`config.mk`:
```
export PLATFORM = sky130hd
export DESIGN_NAME = trace_record_window_delta_core_flat
export DESIGN_NICKNAME = d
export VERILOG_FILES = /design/src/hw/rtl/trwd_pkg.sv /design/src/hw/rtl/trwd_stream_if.sv /design/src/hw/rtl/trace_record_window_delta_core.sv /design/src/hw/rtl/trwd_front.sv /design/src/hw/rtl/trwd_queue.sv /design/src/hw/rtl/trwd_back.sv /design/src/flat_wrapper.sv
export SDC_FILE = /design/constraint.sdc
export NUM_CORES = 2
export LEC_CHECK = 0
export ABC_AREA = 1
export BUFFER_PORTS_ARGS = -buffer_cell sky130_fd_sc_hd__buf_2
export CORE_MARGIN = 2
export CORE_UTILIZATION = 60
export DETAILED_ROUTE_END_ITERATION = 8
export GPL_ROUTABILITY_DRIVEN = 0
export PLACE_DENSITY = 0.79
export SLEW_MARGIN = 20
export SYNTH_ARGS = -nofsm -noshare
export SYNTH_HDL_FRONTEND = slang
export SYNTH_SLANG_ARGS = --single-unit
export TNS_END_PERCENT = 1
```
`constraint.sdc`:
```
create_clock -name clock -period 36.5 [get_ports clock]
set_input_delay 5.475 -clock clock [delete_from_list [all_inputs] [get_ports clock]]
set_output_delay 5.475 -clock clock [all_outputs]
set_load 0.05 [all_outputs]
```
`src/hw/rtl/trwd_pkg.sv`:
```
`timescale 1ns / 1ps
// ----------------------------------------------------------------------------
// Trace record window delta: shared package
// Payload types of the request, response and internal queue transactions,
// and the default sizes of the window.
// ----------------------------------------------------------------------------
package trwd_pkg;

   localparam int WINDOW_SLOTS_DEFAULT = 3;
   localparam int MAX_ARGS_DEFAULT = 8;
   localparam int TOKEN_WIDTH_DEFAULT = 32;

   localparam int TOKEN_PORT_WIDTH = 32;
   localparam int TIME_WIDTH = 32;
   localparam int ARG_PORT_COUNT = 8;
   localparam int ARG_TOTAL_WIDTH = 4;
   localparam int REF_SLOT_WIDTH = 2;
   localparam int ARG_POS_WIDTH = 3;
   localparam int QUEUE_DEPTH = 2;

   typedef struct packed {
      logic signed [TIME_WIDTH-1:0] start_time;
      logic signed [TIME_WIDTH-1:0] duration;
      logic [TOKEN_PORT_WIDTH-1:0] func_token;
      logic [ARG_TOTAL_WIDTH-1:0] arg_total;
      logic [TOKEN_PORT_WIDTH-1:0] arg_a;
      logic [TOKEN_PORT_WIDTH-1:0] arg_b;
      logic [TOKEN_PORT_WIDTH-1:0] arg_c;
      logic [TOKEN_PORT_WIDTH-1:0] arg_d;
      logic [TOKEN_PORT_WIDTH-1:0] arg_e;
      logic [TOKEN_PORT_WIDTH-1:0] arg_f;
      logic [TOKEN_PORT_WIDTH-1:0] arg_g;
      logic [TOKEN_PORT_WIDTH-1:0] arg_h;
   } req_payload_type;

   typedef struct packed {
      logic is_header;
      logic compressed;
      logic [REF_SLOT_WIDTH-1:0] ref_slot;
      logic signed [TIME_WIDTH-1:0] out_start;
      logic signed [TIME_WIDTH-1:0] out_duration;
      logic [TOKEN_PORT_WIDTH-1:0] out_func;
      logic [ARG_POS_WIDTH-1:0] arg_position;
      logic [TOKEN_PORT_WIDTH-1:0] arg_value;
      logic last;
   } rsp_payload_type;

   // One classified record: header contents and the arguments to be sent.
   typedef struct packed {
      logic compressed;
      logic [REF_SLOT_WIDTH-1:0] ref_slot;
      logic signed [TIME_WIDTH-1:0] start_time;
      logic signed [TIME_WIDTH-1:0] duration;
      logic [TOKEN_PORT_WIDTH-1:0] func_token;
      logic [ARG_PORT_COUNT-1:0] emit_mask;
      logic [ARG_PORT_COUNT-1:0][TOKEN_PORT_WIDTH-1:0] args;
   } entry_type;

endpackage

```
`src/hw/rtl/trwd_stream_if.sv`:
```
`timescale 1ns / 1ps
// ----------------------------------------------------------------------------
// Trace record window delta: stream interface
// Valid/ready channel carrying one payload per transaction.
// ----------------------------------------------------------------------------
interface trwd_stream_if #(
   parameter type payload_type = logic
) ();

   logic valid;
   logic ready;
   payload_type payload;

   modport source (output valid, output payload, input ready);
   modport sink (input valid, input payload, output ready);

endinterface

```
`src/hw/rtl/trace_record_window_delta_core.sv`:
```
`timescale 1ns / 1ps
// ----------------------------------------------------------------------------
// Trace record window delta compressor
// Encodes each trace record against a window of recent records.
// ----------------------------------------------------------------------------
// The request channel takes one trace record per transaction. Each record
// yields a header transaction followed by one transaction per argument that
// is sent; the last transaction of a record has last set.
// A full record yields up to 9 response transactions: one header and eight
// arguments. The response register moves one transaction per cycle while
// rsp_chan.ready is not held low, and this sets the sustained rate.
// The header of a record passes through the queue, the sequencer's record
// register and the response register before reaching the response channel.
// A two-entry queue between the classifier and the result sequencer lets the
// request side keep accepting while responses drain; requests stall only when
// that queue is full.
// When the receiver holds rsp_chan.ready low, the current response stays on
// the channel unchanged and the queue fills before requests are refused.
// Reset empties the queue and the response register and marks the window
// empty, so the next record is sent in full and fills every slot.
// ----------------------------------------------------------------------------
module trace_record_window_delta_core #(
   parameter int WINDOW_SLOTS = trwd_pkg::WINDOW_SLOTS_DEFAULT,
   parameter int MAX_ARGS = trwd_pkg::MAX_ARGS_DEFAULT,
   parameter int TOKEN_WIDTH = trwd_pkg::TOKEN_WIDTH_DEFAULT
) (
   input logic clock,
   input logic reset,
   trwd_stream_if.sink req_chan,
   trwd_stream_if.source rsp_chan
);

   trwd_stream_if #(.payload_type(trwd_pkg::entry_type)) front_to_queue ();
   trwd_stream_if #(.payload_type(trwd_pkg::entry_type)) queue_to_back ();

   trwd_front #(
      .WINDOW_SLOTS(WINDOW_SLOTS),
      .MAX_ARGS(MAX_ARGS),
      .TOKEN_WIDTH(TOKEN_WIDTH)
   ) u_front (
      .clock(clock),
      .reset(reset),
      .req(req_chan),
      .entry_out(front_to_queue.source)
   );

   trwd_queue #(
      .DEPTH(trwd_pkg::QUEUE_DEPTH)
   ) u_queue (
      .clock(clock),
      .reset(reset),
      .push_chan(front_to_queue.sink),
      .pop_chan(queue_to_back.source)
   );

   trwd_back u_back (
      .clock(clock),
      .reset(reset),
      .entry_in(queue_to_back.sink),
      .rsp(rsp_chan)
   );

endmodule

```
`src/hw/rtl/trwd_front.sv`:
```
`timescale 1ns / 1ps
// ----------------------------------------------------------------------------
// Trace record window delta: front end
// Holds the record window, compares each incoming record against every slot,
// picks the reference slot and pushes a classified entry into the queue.
// ----------------------------------------------------------------------------
module trwd_front #(
   parameter int WINDOW_SLOTS = trwd_pkg::WINDOW_SLOTS_DEFAULT,
   parameter int MAX_ARGS = trwd_pkg::MAX_ARGS_DEFAULT,
   parameter int TOKEN_WIDTH = trwd_pkg::TOKEN_WIDTH_DEFAULT
) (
   input logic clock,
   input logic reset,
   trwd_stream_if.sink req,
   trwd_stream_if.source entry_out
);

   localparam int STORE_WIDTH = (TOKEN_WIDTH < trwd_pkg::TOKEN_PORT_WIDTH) ?
                                TOKEN_WIDTH : trwd_pkg::TOKEN_PORT_WIDTH;
   localparam int COUNT_WIDTH = $clog2(MAX_ARGS + 1);
   localparam int SLOT_IDX_WIDTH = (WINDOW_SLOTS > 1) ? $clog2(WINDOW_SLOTS) : 1;

   logic primed_ff;
   logic [STORE_WIDTH-1:0] slot_func_ff [WINDOW_SLOTS];
   logic [STORE_WIDTH-1:0] slot_func_in [WINDOW_SLOTS];
   logic [COUNT_WIDTH-1:0] slot_count_ff [WINDOW_SLOTS];
   logic [COUNT_WIDTH-1:0] slot_count_in [WINDOW_SLOTS];
   logic [STORE_WIDTH-1:0] slot_args_ff [WINDOW_SLOTS][MAX_ARGS];
   logic [STORE_WIDTH-1:0] slot_args_in [WINDOW_SLOTS][MAX_ARGS];

   logic [trwd_pkg::TOKEN_PORT_WIDTH-1:0] arg_port [trwd_pkg::ARG_PORT_COUNT];
   logic [STORE_WIDTH-1:0] func_tok;
   logic [STORE_WIDTH-1:0] arg_tok [MAX_ARGS];
   logic [STORE_WIDTH-1:0] arg_store [MAX_ARGS];
   logic [COUNT_WIDTH-1:0] count_sat;
   logic [MAX_ARGS-1:0] pos_valid;
   logic [WINDOW_SLOTS-1:0] qualify;
   logic [MAX_ARGS-1:0] diff [WINDOW_SLOTS];
   logic [COUNT_WIDTH-1:0] diff_count [WINDOW_SLOTS];
   logic found;
   logic [COUNT_WIDTH-1:0] best;
   logic [SLOT_IDX_WIDTH-1:0] winner;
   logic accept;
   trwd_pkg::entry_type entry;

   assign arg_port[0] = req.payload.arg_a;
   assign arg_port[1] = req.payload.arg_b;
   assign arg_port[2] = req.payload.arg_c;
   assign arg_port[3] = req.payload.arg_d;
   assign arg_port[4] = req.payload.arg_e;
   assign arg_port[5] = req.payload.arg_f;
   assign arg_port[6] = req.payload.arg_g;
   assign arg_port[7] = req.payload.arg_h;

   assign accept = req.valid && entry_out.ready;
   assign req.ready = entry_out.ready;
   assign entry_out.valid = req.valid;
   assign entry_out.payload = entry;

   always_comb begin
      func_tok = req.payload.func_token[STORE_WIDTH-1:0];
      if (req.payload.arg_total > trwd_pkg::ARG_TOTAL_WIDTH'(MAX_ARGS)) begin
         count_sat = COUNT_WIDTH'(MAX_ARGS);
      end else begin
         count_sat = req.payload.arg_total[COUNT_WIDTH-1:0];
      end
      for (int i = 0; i < MAX_ARGS; i++) begin
         arg_tok[i] = arg_port[i][STORE_WIDTH-1:0];
         pos_valid[i] = COUNT_WIDTH'(i) < count_sat;
         arg_store[i] = pos_valid[i] ? arg_tok[i] : '0;
      end
   end

   always_comb begin
      for (int s = 0; s < WINDOW_SLOTS; s++) begin
         qualify[s] = primed_ff && (count_sat != COUNT_WIDTH'(MAX_ARGS)) &&
                      (slot_func_ff[s] == func_tok) && (slot_count_ff[s] == count_sat);
         diff_count[s] = '0;
         for (int i = 0; i < MAX_ARGS; i++) begin
            diff[s][i] = pos_valid[i] && (slot_args_ff[s][i] != arg_tok[i]);
            diff_count[s] = diff_count[s] + COUNT_WIDTH'(diff[s][i]);
         end
      end
   end

   always_comb begin
      found = 1'b0;
      best = '0;
      winner = '0;
      for (int s = 0; s < WINDOW_SLOTS; s++) begin
         if (qualify[s] && (!found || diff_count[s] < best)) begin
            found = 1'b1;
            best = diff_count[s];
            winner = SLOT_IDX_WIDTH'(s);
         end
      end
   end

   always_comb begin
      entry = '0;
      entry.compressed = found;
      entry.ref_slot = found ? trwd_pkg::REF_SLOT_WIDTH'(winner) : '0;
      entry.start_time = req.payload.start_time;
      entry.duration = req.payload.duration;
      entry.func_token = found ? '0 : trwd_pkg::TOKEN_PORT_WIDTH'(func_tok);
      for (int i = 0; i < MAX_ARGS; i++) begin
         entry.args[i] = trwd_pkg::TOKEN_PORT_WIDTH'(arg_tok[i]);
         entry.emit_mask[i] = found ? diff[winner][i] : pos_valid[i];
      end
   end

   always_comb begin
      slot_func_in = slot_func_ff;
      slot_count_in = slot_count_ff;
      slot_args_in = slot_args_ff;
      if (accept) begin
         slot_func_in[0] = func_tok;
         slot_count_in[0] = count_sat;
         slot_args_in[0] = arg_store;
         for (int s = 1; s < WINDOW_SLOTS; s++) begin
            if (primed_ff) begin
               slot_func_in[s] = slot_func_ff[s-1];
               slot_count_in[s] = slot_count_ff[s-1];
               slot_args_in[s] = slot_args_ff[s-1];
            end else begin
               slot_func_in[s] = func_tok;
               slot_count_in[s] = count_sat;
               slot_args_in[s] = arg_store;
            end
         end
      end
   end

   always_ff @(posedge clock) begin
      if (reset) begin
         primed_ff <= 1'b0;
      end else if (accept) begin
         primed_ff <= 1'b1;
      end
   end

   always_ff @(posedge clock) begin
      slot_func_ff <= slot_func_in;
      slot_count_ff <= slot_count_in;
      slot_args_ff <= slot_args_in;
   end

endmodule

```
`src/hw/rtl/trwd_queue.sv`:
```
`timescale 1ns / 1ps
// ----------------------------------------------------------------------------
// Trace record window delta: entry queue
// Small first-in first-out buffer of classified records between the front
// end and the result sequencer.
// ----------------------------------------------------------------------------
module trwd_queue #(
   parameter int DEPTH = trwd_pkg::QUEUE_DEPTH
) (
   input logic clock,
   input logic reset,
   trwd_stream_if.sink push_chan,
   trwd_stream_if.source pop_chan
);

   localparam int PTR_WIDTH = $clog2(DEPTH);
   localparam int COUNT_WIDTH = $clog2(DEPTH + 1);

   trwd_pkg::entry_type entries_ff [DEPTH];
   logic [PTR_WIDTH-1:0] wr_ptr_ff;
   logic [PTR_WIDTH-1:0] wr_ptr_in;
   logic [PTR_WIDTH-1:0] rd_ptr_ff;
   logic [PTR_WIDTH-1:0] rd_ptr_in;
   logic [COUNT_WIDTH-1:0] count_ff;
   logic [COUNT_WIDTH-1:0] count_in;
   logic push;
   logic pop;

   assign push_chan.ready = count_ff != COUNT_WIDTH'(DEPTH);
   assign pop_chan.valid = count_ff != '0;
   assign pop_chan.payload = entries_ff[rd_ptr_ff];
   assign push = push_chan.valid && push_chan.ready;
   assign pop = pop_chan.valid && pop_chan.ready;

   always_comb begin
      wr_ptr_in = wr_ptr_ff;
      rd_ptr_in = rd_ptr_ff;
      count_in = count_ff;
      if (push) begin
         wr_ptr_in = (wr_ptr_ff == PTR_WIDTH'(DEPTH - 1)) ? '0 : wr_ptr_ff + 1'b1;
      end
      if (pop) begin
         rd_ptr_in = (rd_ptr_ff == PTR_WIDTH'(DEPTH - 1)) ? '0 : rd_ptr_ff + 1'b1;
      end
      if (push && !pop) begin
         count_in = count_ff + 1'b1;
      end else if (pop && !push) begin
         count_in = count_ff - 1'b1;
      end
   end

   always_ff @(posedge clock) begin
      if (reset) begin
         wr_ptr_ff <= '0;
         rd_ptr_ff <= '0;
         count_ff <= '0;
      end else begin
         wr_ptr_ff <= wr_ptr_in;
         rd_ptr_ff <= rd_ptr_in;
         count_ff <= count_in;
      end
   end

   always_ff @(posedge clock) begin
      if (push) begin
         entries_ff[wr_ptr_ff] <= push_chan.payload;
      end
   end

endmodule

```
`src/hw/rtl/trwd_back.sv`:
```
`timescale 1ns / 1ps
// ----------------------------------------------------------------------------
// Trace record window delta: result sequencer
// Takes classified records from the queue and sends the header and then each
// selected argument, one response transaction per cycle unless rsp.ready stalls it, through an output
// register.
// ----------------------------------------------------------------------------
module trwd_back (
   input logic clock,
   input logic reset,
   trwd_stream_if.sink entry_in,
   trwd_stream_if.source rsp
);

   typedef enum logic [1:0] {
      PH_IDLE,
      PH_HEADER,
      PH_ARGS
   } phase_type;

   phase_type phase_ff;
   phase_type phase_in;
   trwd_pkg::entry_type cur_ff;
   trwd_pkg::entry_type cur_in;
   logic [trwd_pkg::ARG_PORT_COUNT-1:0] rem_ff;
   logic [trwd_pkg::ARG_PORT_COUNT-1:0] rem_in;
   logic [trwd_pkg::ARG_PORT_COUNT-1:0] rem_next;
   logic rsp_valid_ff;
   logic rsp_valid_in;
   trwd_pkg::rsp_payload_type rsp_payload_ff;
   trwd_pkg::rsp_payload_type rsp_payload_in;
   trwd_pkg::rsp_payload_type result;
   logic [trwd_pkg::ARG_POS_WIDTH-1:0] pos;
   logic out_free;
   logic fire;
   logic done;
   logic take;

   assign rsp.valid = rsp_valid_ff;
   assign rsp.payload = rsp_payload_ff;
   assign out_free = !rsp_valid_ff || rsp.ready;
   assign fire = out_free && (phase_ff != PH_IDLE);
   assign done = fire && result.last;
   assign entry_in.ready = (phase_ff == PH_IDLE) || done;
   assign take = entry_in.valid && entry_in.ready;

   always_comb begin
      pos = '0;
      for (int i = trwd_pkg::ARG_PORT_COUNT - 1; i >= 0; i--) begin
         if (rem_ff[i]) begin
            pos = trwd_pkg::ARG_POS_WIDTH'(i);
         end
      end
      rem_next = rem_ff;
      rem_next[pos] = 1'b0;
   end

   always_comb begin
      result = '0;
      result.compressed = cur_ff.compressed;
      result.ref_slot = cur_ff.ref_slot;
      if (phase_ff == PH_HEADER) begin
         result.is_header = 1'b1;
         result.out_start = cur_ff.start_time;
         result.out_duration = cur_ff.duration;
         result.out_func = cur_ff.func_token;
         result.last = rem_ff == '0;
      end else begin
         result.arg_position = pos;
         result.arg_value = cur_ff.args[pos];
         result.last = rem_next == '0;
      end
   end

   always_comb begin
      phase_in = phase_ff;
      cur_in = cur_ff;
      rem_in = rem_ff;
      rsp_valid_in = rsp_valid_ff;
      rsp_payload_in = rsp_payload_ff;
      if (take) begin
         phase_in = PH_HEADER;
         cur_in = entry_in.payload;
         rem_in = entry_in.payload.emit_mask;
      end else if (done) begin
         phase_in = PH_IDLE;
      end else if (fire) begin
         case (phase_ff)
            PH_HEADER: begin
               phase_in = PH_ARGS;
            end
            PH_ARGS: begin
               rem_in = rem_next;
            end
            default: begin
               phase_in = PH_IDLE;
            end
         endcase
      end
      if (fire) begin
         rsp_valid_in = 1'b1;
         rsp_payload_in = result;
      end else if (rsp.ready) begin
         rsp_valid_in = 1'b0;
      end
   end

   always_ff @(posedge clock) begin
      if (reset) begin
         phase_ff <= PH_IDLE;
         rsp_valid_ff <= 1'b0;
      end else begin
         phase_ff <= phase_in;
         rsp_valid_ff <= rsp_valid_in;
      end
      cur_ff <= cur_in;
      rem_ff <= rem_in;
      rsp_payload_ff <= rsp_payload_in;
   end

endmodule

```
`src/flat_wrapper.sv`:
```
// flat-port wrapper written by rule: the top's interface ports become plain ports
module trace_record_window_delta_core_flat 
#(
   parameter int WINDOW_SLOTS = trwd_pkg::WINDOW_SLOTS_DEFAULT,
   parameter int MAX_ARGS = trwd_pkg::MAX_ARGS_DEFAULT,
   parameter int TOKEN_WIDTH = trwd_pkg::TOKEN_WIDTH_DEFAULT
)
  (clock, reset, req_chan_valid, req_chan_payload, req_chan_ready, rsp_chan_valid, rsp_chan_payload, rsp_chan_ready);
  trwd_stream_if #(.payload_type(trwd_pkg::req_payload_type)) req_chan_i ();
  trwd_stream_if #(.payload_type(trwd_pkg::rsp_payload_type)) rsp_chan_i ();
  input logic clock;
  input logic reset;
  input wire logic [$bits(req_chan_i.valid)-1:0] req_chan_valid;
  input wire logic [$bits(req_chan_i.payload)-1:0] req_chan_payload;
  output wire logic [$bits(req_chan_i.ready)-1:0] req_chan_ready;
  output wire logic [$bits(rsp_chan_i.valid)-1:0] rsp_chan_valid;
  output wire logic [$bits(rsp_chan_i.payload)-1:0] rsp_chan_payload;
  input wire logic [$bits(rsp_chan_i.ready)-1:0] rsp_chan_ready;
  assign req_chan_i.valid = req_chan_valid;
  assign req_chan_i.payload = req_chan_payload;
  assign req_chan_ready = req_chan_i.ready;
  assign rsp_chan_valid = rsp_chan_i.valid;
  assign rsp_chan_payload = rsp_chan_i.payload;
  assign rsp_chan_i.ready = rsp_chan_ready;
  trace_record_window_delta_core #(.WINDOW_SLOTS(WINDOW_SLOTS), .MAX_ARGS(MAX_ARGS), .TOKEN_WIDTH(TOKEN_WIDTH)) u_core (.clock(clock), .reset(reset), .req_chan(req_chan_i), .rsp_chan(rsp_chan_i));
endmodule
```
==> results_dict.tcl <==
set metrics [dict create \
    rsz0062_at_grt "false" \
    grt_pass1_vias 57640 \
    hold_ws_ns 0.4421 \
    grt_antenna_before_repair 66 \
    cpPeakStageDelay_ns 0.67 \
    crit_type "input port to register" \
    netlist_instances 7319 \
    clkTransAtPathRegs_ns 0.06 \
    rows 143 \
    port_buffers 497 \
    tightest_slew_ns 1.179 \
    synth_top_flop_cell "edfxtp_1" \
    post-route-period-util_pct 33.42 \
    hold_viol 0 \
    drtIter0Drc 7999 \
    die_x_um 394.0 \
    vias 59290 \
    wire_per_inst_um 23.91 \
    vias_per_cell 5.879 \
    min_from "u_core.u_back.cur_ff[360]" \
    crit_top_cell "nand2_1" \
    cp_max_fo 48 \
    synth_nets 7707 \
    finalPower_mw 8.006 \
    p_leak_nw 39.65 \
    ys_ff_latch 2110 \
    synth_area_leaders "edfxtp_1 69%, nand2_1 6.8%, mux2_2 4.4%" \
    crit_path_end_kind "register" \
    cts_tree "done" \
    r2r_end "u_core.u_queue.entries_ff[1][258]" \
    powerDensity_nw_per_um2 77.64 \
    drcViolationCount 2 \
    die_area_sq_um 155300 \
    r2r_cells 29 \
    relSlewSlack_pct 19.39 \
    worstReg2RegStart "u_core.u_front.slot_args_ff[461]" \
    critPathRequiredTime_ns 37.09 \
    fmax_mhz 81.99 \
    synth_edf_count 2101 \
    ys_top_cells_by_count "2101 x edfxtp_1, 1651 x nand2_1, 714 x inv_1" \
    maxCapViolations 0 \
    cts_num_sinks 2110 \
    grt_max_degree 192 \
    yosysSeqAreaShare_pct 69.32 \
    whs_path_depth 0 \
    maxSlewViolCount 0 \
    cts_hold_buf 0 \
    cts_resized 0 \
    layout.nets 8229 \
    cts_setup_buffers 0 \
    synth.avg_cell_area_sq_um 12.47 \
    synth_top_area_share_pct 69.12 \
    critPathSlowestCell "fa_1" \
    cts_buffers 206 \
    skew_ns 0.04326 \
    detail-route-antenna-nets 0 \
    grt_use_total_pct 30.61 \
    place.detailed.hpwl_um 165300 \
    cts_root_buf "clkbuf_16" \
    clk_latency_ns 0.86 \
    ys.warnings.count 0 \
    grt_pass1_wl_um 355400 \
    violations "DRC" \
    first_pass_iters 9 \
    die_y_um 394.0 \
    hold_class "register to register" \
    htreeDepth 4 \
    synth_area_sq_um 91270 \
    ios 498 \
    final.min_clock_period_ns 12.20 \
    tns_ns 0 \
    arrival_ns 12.78 \
    async_reset_ff_share_pct 0 \
    ys_types 58 \
    yosysMostFrequentCell "edfxtp_1" \
    ir_drop_mv 0.08263 \
    setup_viol 0 \
    status "finished with violations" \
    coreArea_sq_um 151500 \
    drive_gt1_share_pct 16.78 \
    synth_top_area_cell "edfxtp_1" \
    routed_wl_um 241100 \
    grt-ovfl-total 0 \
    r2r_slack_ns 28.86 \
    min_to "u_core.u_back.rsp.payload[132]" \
    clockBufferDepth 3 \
    area_delta_synth_final_pct 12.96 \
    worstSetupStartpointType "input port" \
    initial_core_util_pct 60.23 \
]
## cells by family (layout without fill, tap and decap cells)
group	count (synthesis)	in the layout	share of synthesized area [%]
flops	2110	2110	69.32
mux	357	357	4.402
xor+xnor	567	567	5.441
other cells	0	42	0
compound gates	610	610	4.045
simple gates	2682	2682	12.32
buf+inv	965	1660	3.995
fa+ha+maj	28	28	0.4825
## sequential cells by signal, summed over array words and instances, names as in the netlist, named ones only
| signal | cells |
|---|---|
| u_core.u_queue.entries_ff | 726 |
| u_core.u_back.phase_ff | 2 |
| u_core.u_front.primed_ff | 1 |
| u_core.u_back.rsp.valid | 1 |
| u_core.u_queue.rd_ptr_ff | 1 |
| u_core.u_queue.wr_ptr_ff | 1 |
| u_core.u_back.rem_ff | 8 |
| u_core.u_back.rsp.payload | 136 |
| u_core.u_front.slot_args_ff | 768 |
| u_core.u_queue.count_ff | 2 |
| u_core.u_front.slot_count_ff | 12 |
| u_core.u_back.cur_ff | 355 |
| u_core.u_front.slot_func_ff | 96 |
## per-layer routing
layer	GRT usage (%)	vias up	wire length (um)	part of all wire, %
met2	48.29	3338	113200	47
met3	7.771	608	27040	11
li1	-	26550	-	-
met4	14.83	50	12250	5.1
met1	39.92	28740	88330	37
met5	0	-	316	0.13
## cell type report
cell class,instances,area [sq um]
clock buffer,246,5326
antenna,42,105.1
clock inverter,135,1720
inverter,726,2754
sequential,2110,63280
tap,2030,2540
timing repair buffer,553,2949
fill,10520,48440
multi-input combinational,4244,24430
## how the worst max path moves through the flow
stage                     startpoint  cells past startpoint                                 to
2_1_floorplan         req_chan_valid                      7         u_core.u_queue.count_ff[1]
3_3_place_gp   req_chan_payload[259]                     35  u_core.u_queue.entries_ff[0][261]
3_5_place_dp   req_chan_payload[259]                     35  u_core.u_queue.entries_ff[0][258]
4_1_cts        req_chan_payload[259]                     35  u_core.u_queue.entries_ff[1][258]
5_1_grt        req_chan_payload[259]                     36  u_core.u_queue.entries_ff[1][259]
6_report       req_chan_payload[259]                     35  u_core.u_queue.entries_ff[1][258]
## worst max-delay path, delay by kind of cell
kind / cells / cell delay (ns)
simple gates: 13 / 1.50
fa+ha+maj: 7 / 2.89
compound gates: 5 / 1.04
buf+inv: 10 / 1.83
## through the flow
step	utilization, %	setup slack (ns)	cell area (sq um)	cells
3_3_place_gp	63.31	23.68	95950	9663
3_5_place_dp	63.31	23.56	95950	9663
4_1_cts	67.96	24.45	103000	10040
5_1_grt	67.99	23.95	103000	10060
2_1_floorplan	-	11.11	91270	7319
6_report	68.04	24.30	103100	10090
## where the power goes
| group | internal [mW] | total, mW | switching [mW] |
|---|---|---|---|
| Sequential | 3.50 | 3.78 | 0.275 |
| Combinational | 0.538 | 2.03 | 1.49 |
| Clock | 1.27 | 2.20 | 0.934 |
| Total | 5.31 | 8.01 | 2.70 |
## cell usage in the layout, fill, tap and decap left out, types with 9 or more instances in the layout
master      Yosys  layout
ha_1           16      16
o22ai_1        67      67
nand3_1       154     153
xor2_1        118     118
a21oi_1        17      17
clkinvlp_4      0      15
diode_2         0      42
mux2_2        355     355
a221oi_1       14      14
o2111ai_1      50      50
nand2_1      1651    1650
inv_1         714     712
xnor2_1       449     449
nor3_1         40      40
o21ai_1        11      10
o21ai_0       356     356
fa_1           12      12
buf_4           2      52
bufinv_16       0      31
clkinv_2        0      37
a2111oi_0       9       9
o21bai_1       19      19
clkbuf_1      212      39
clkinv_1        4      39
nand4_1       145     145
o211ai_1       11      11
nor2_1        501     492
buf_2           5     497
clkbuf_16       0     207
a41oi_1        37      37
nor4_1         69      69
or2_2          88      88
edfxtp_1     2101    2101
No activity file was read; power rests on OpenSTA's default activity.
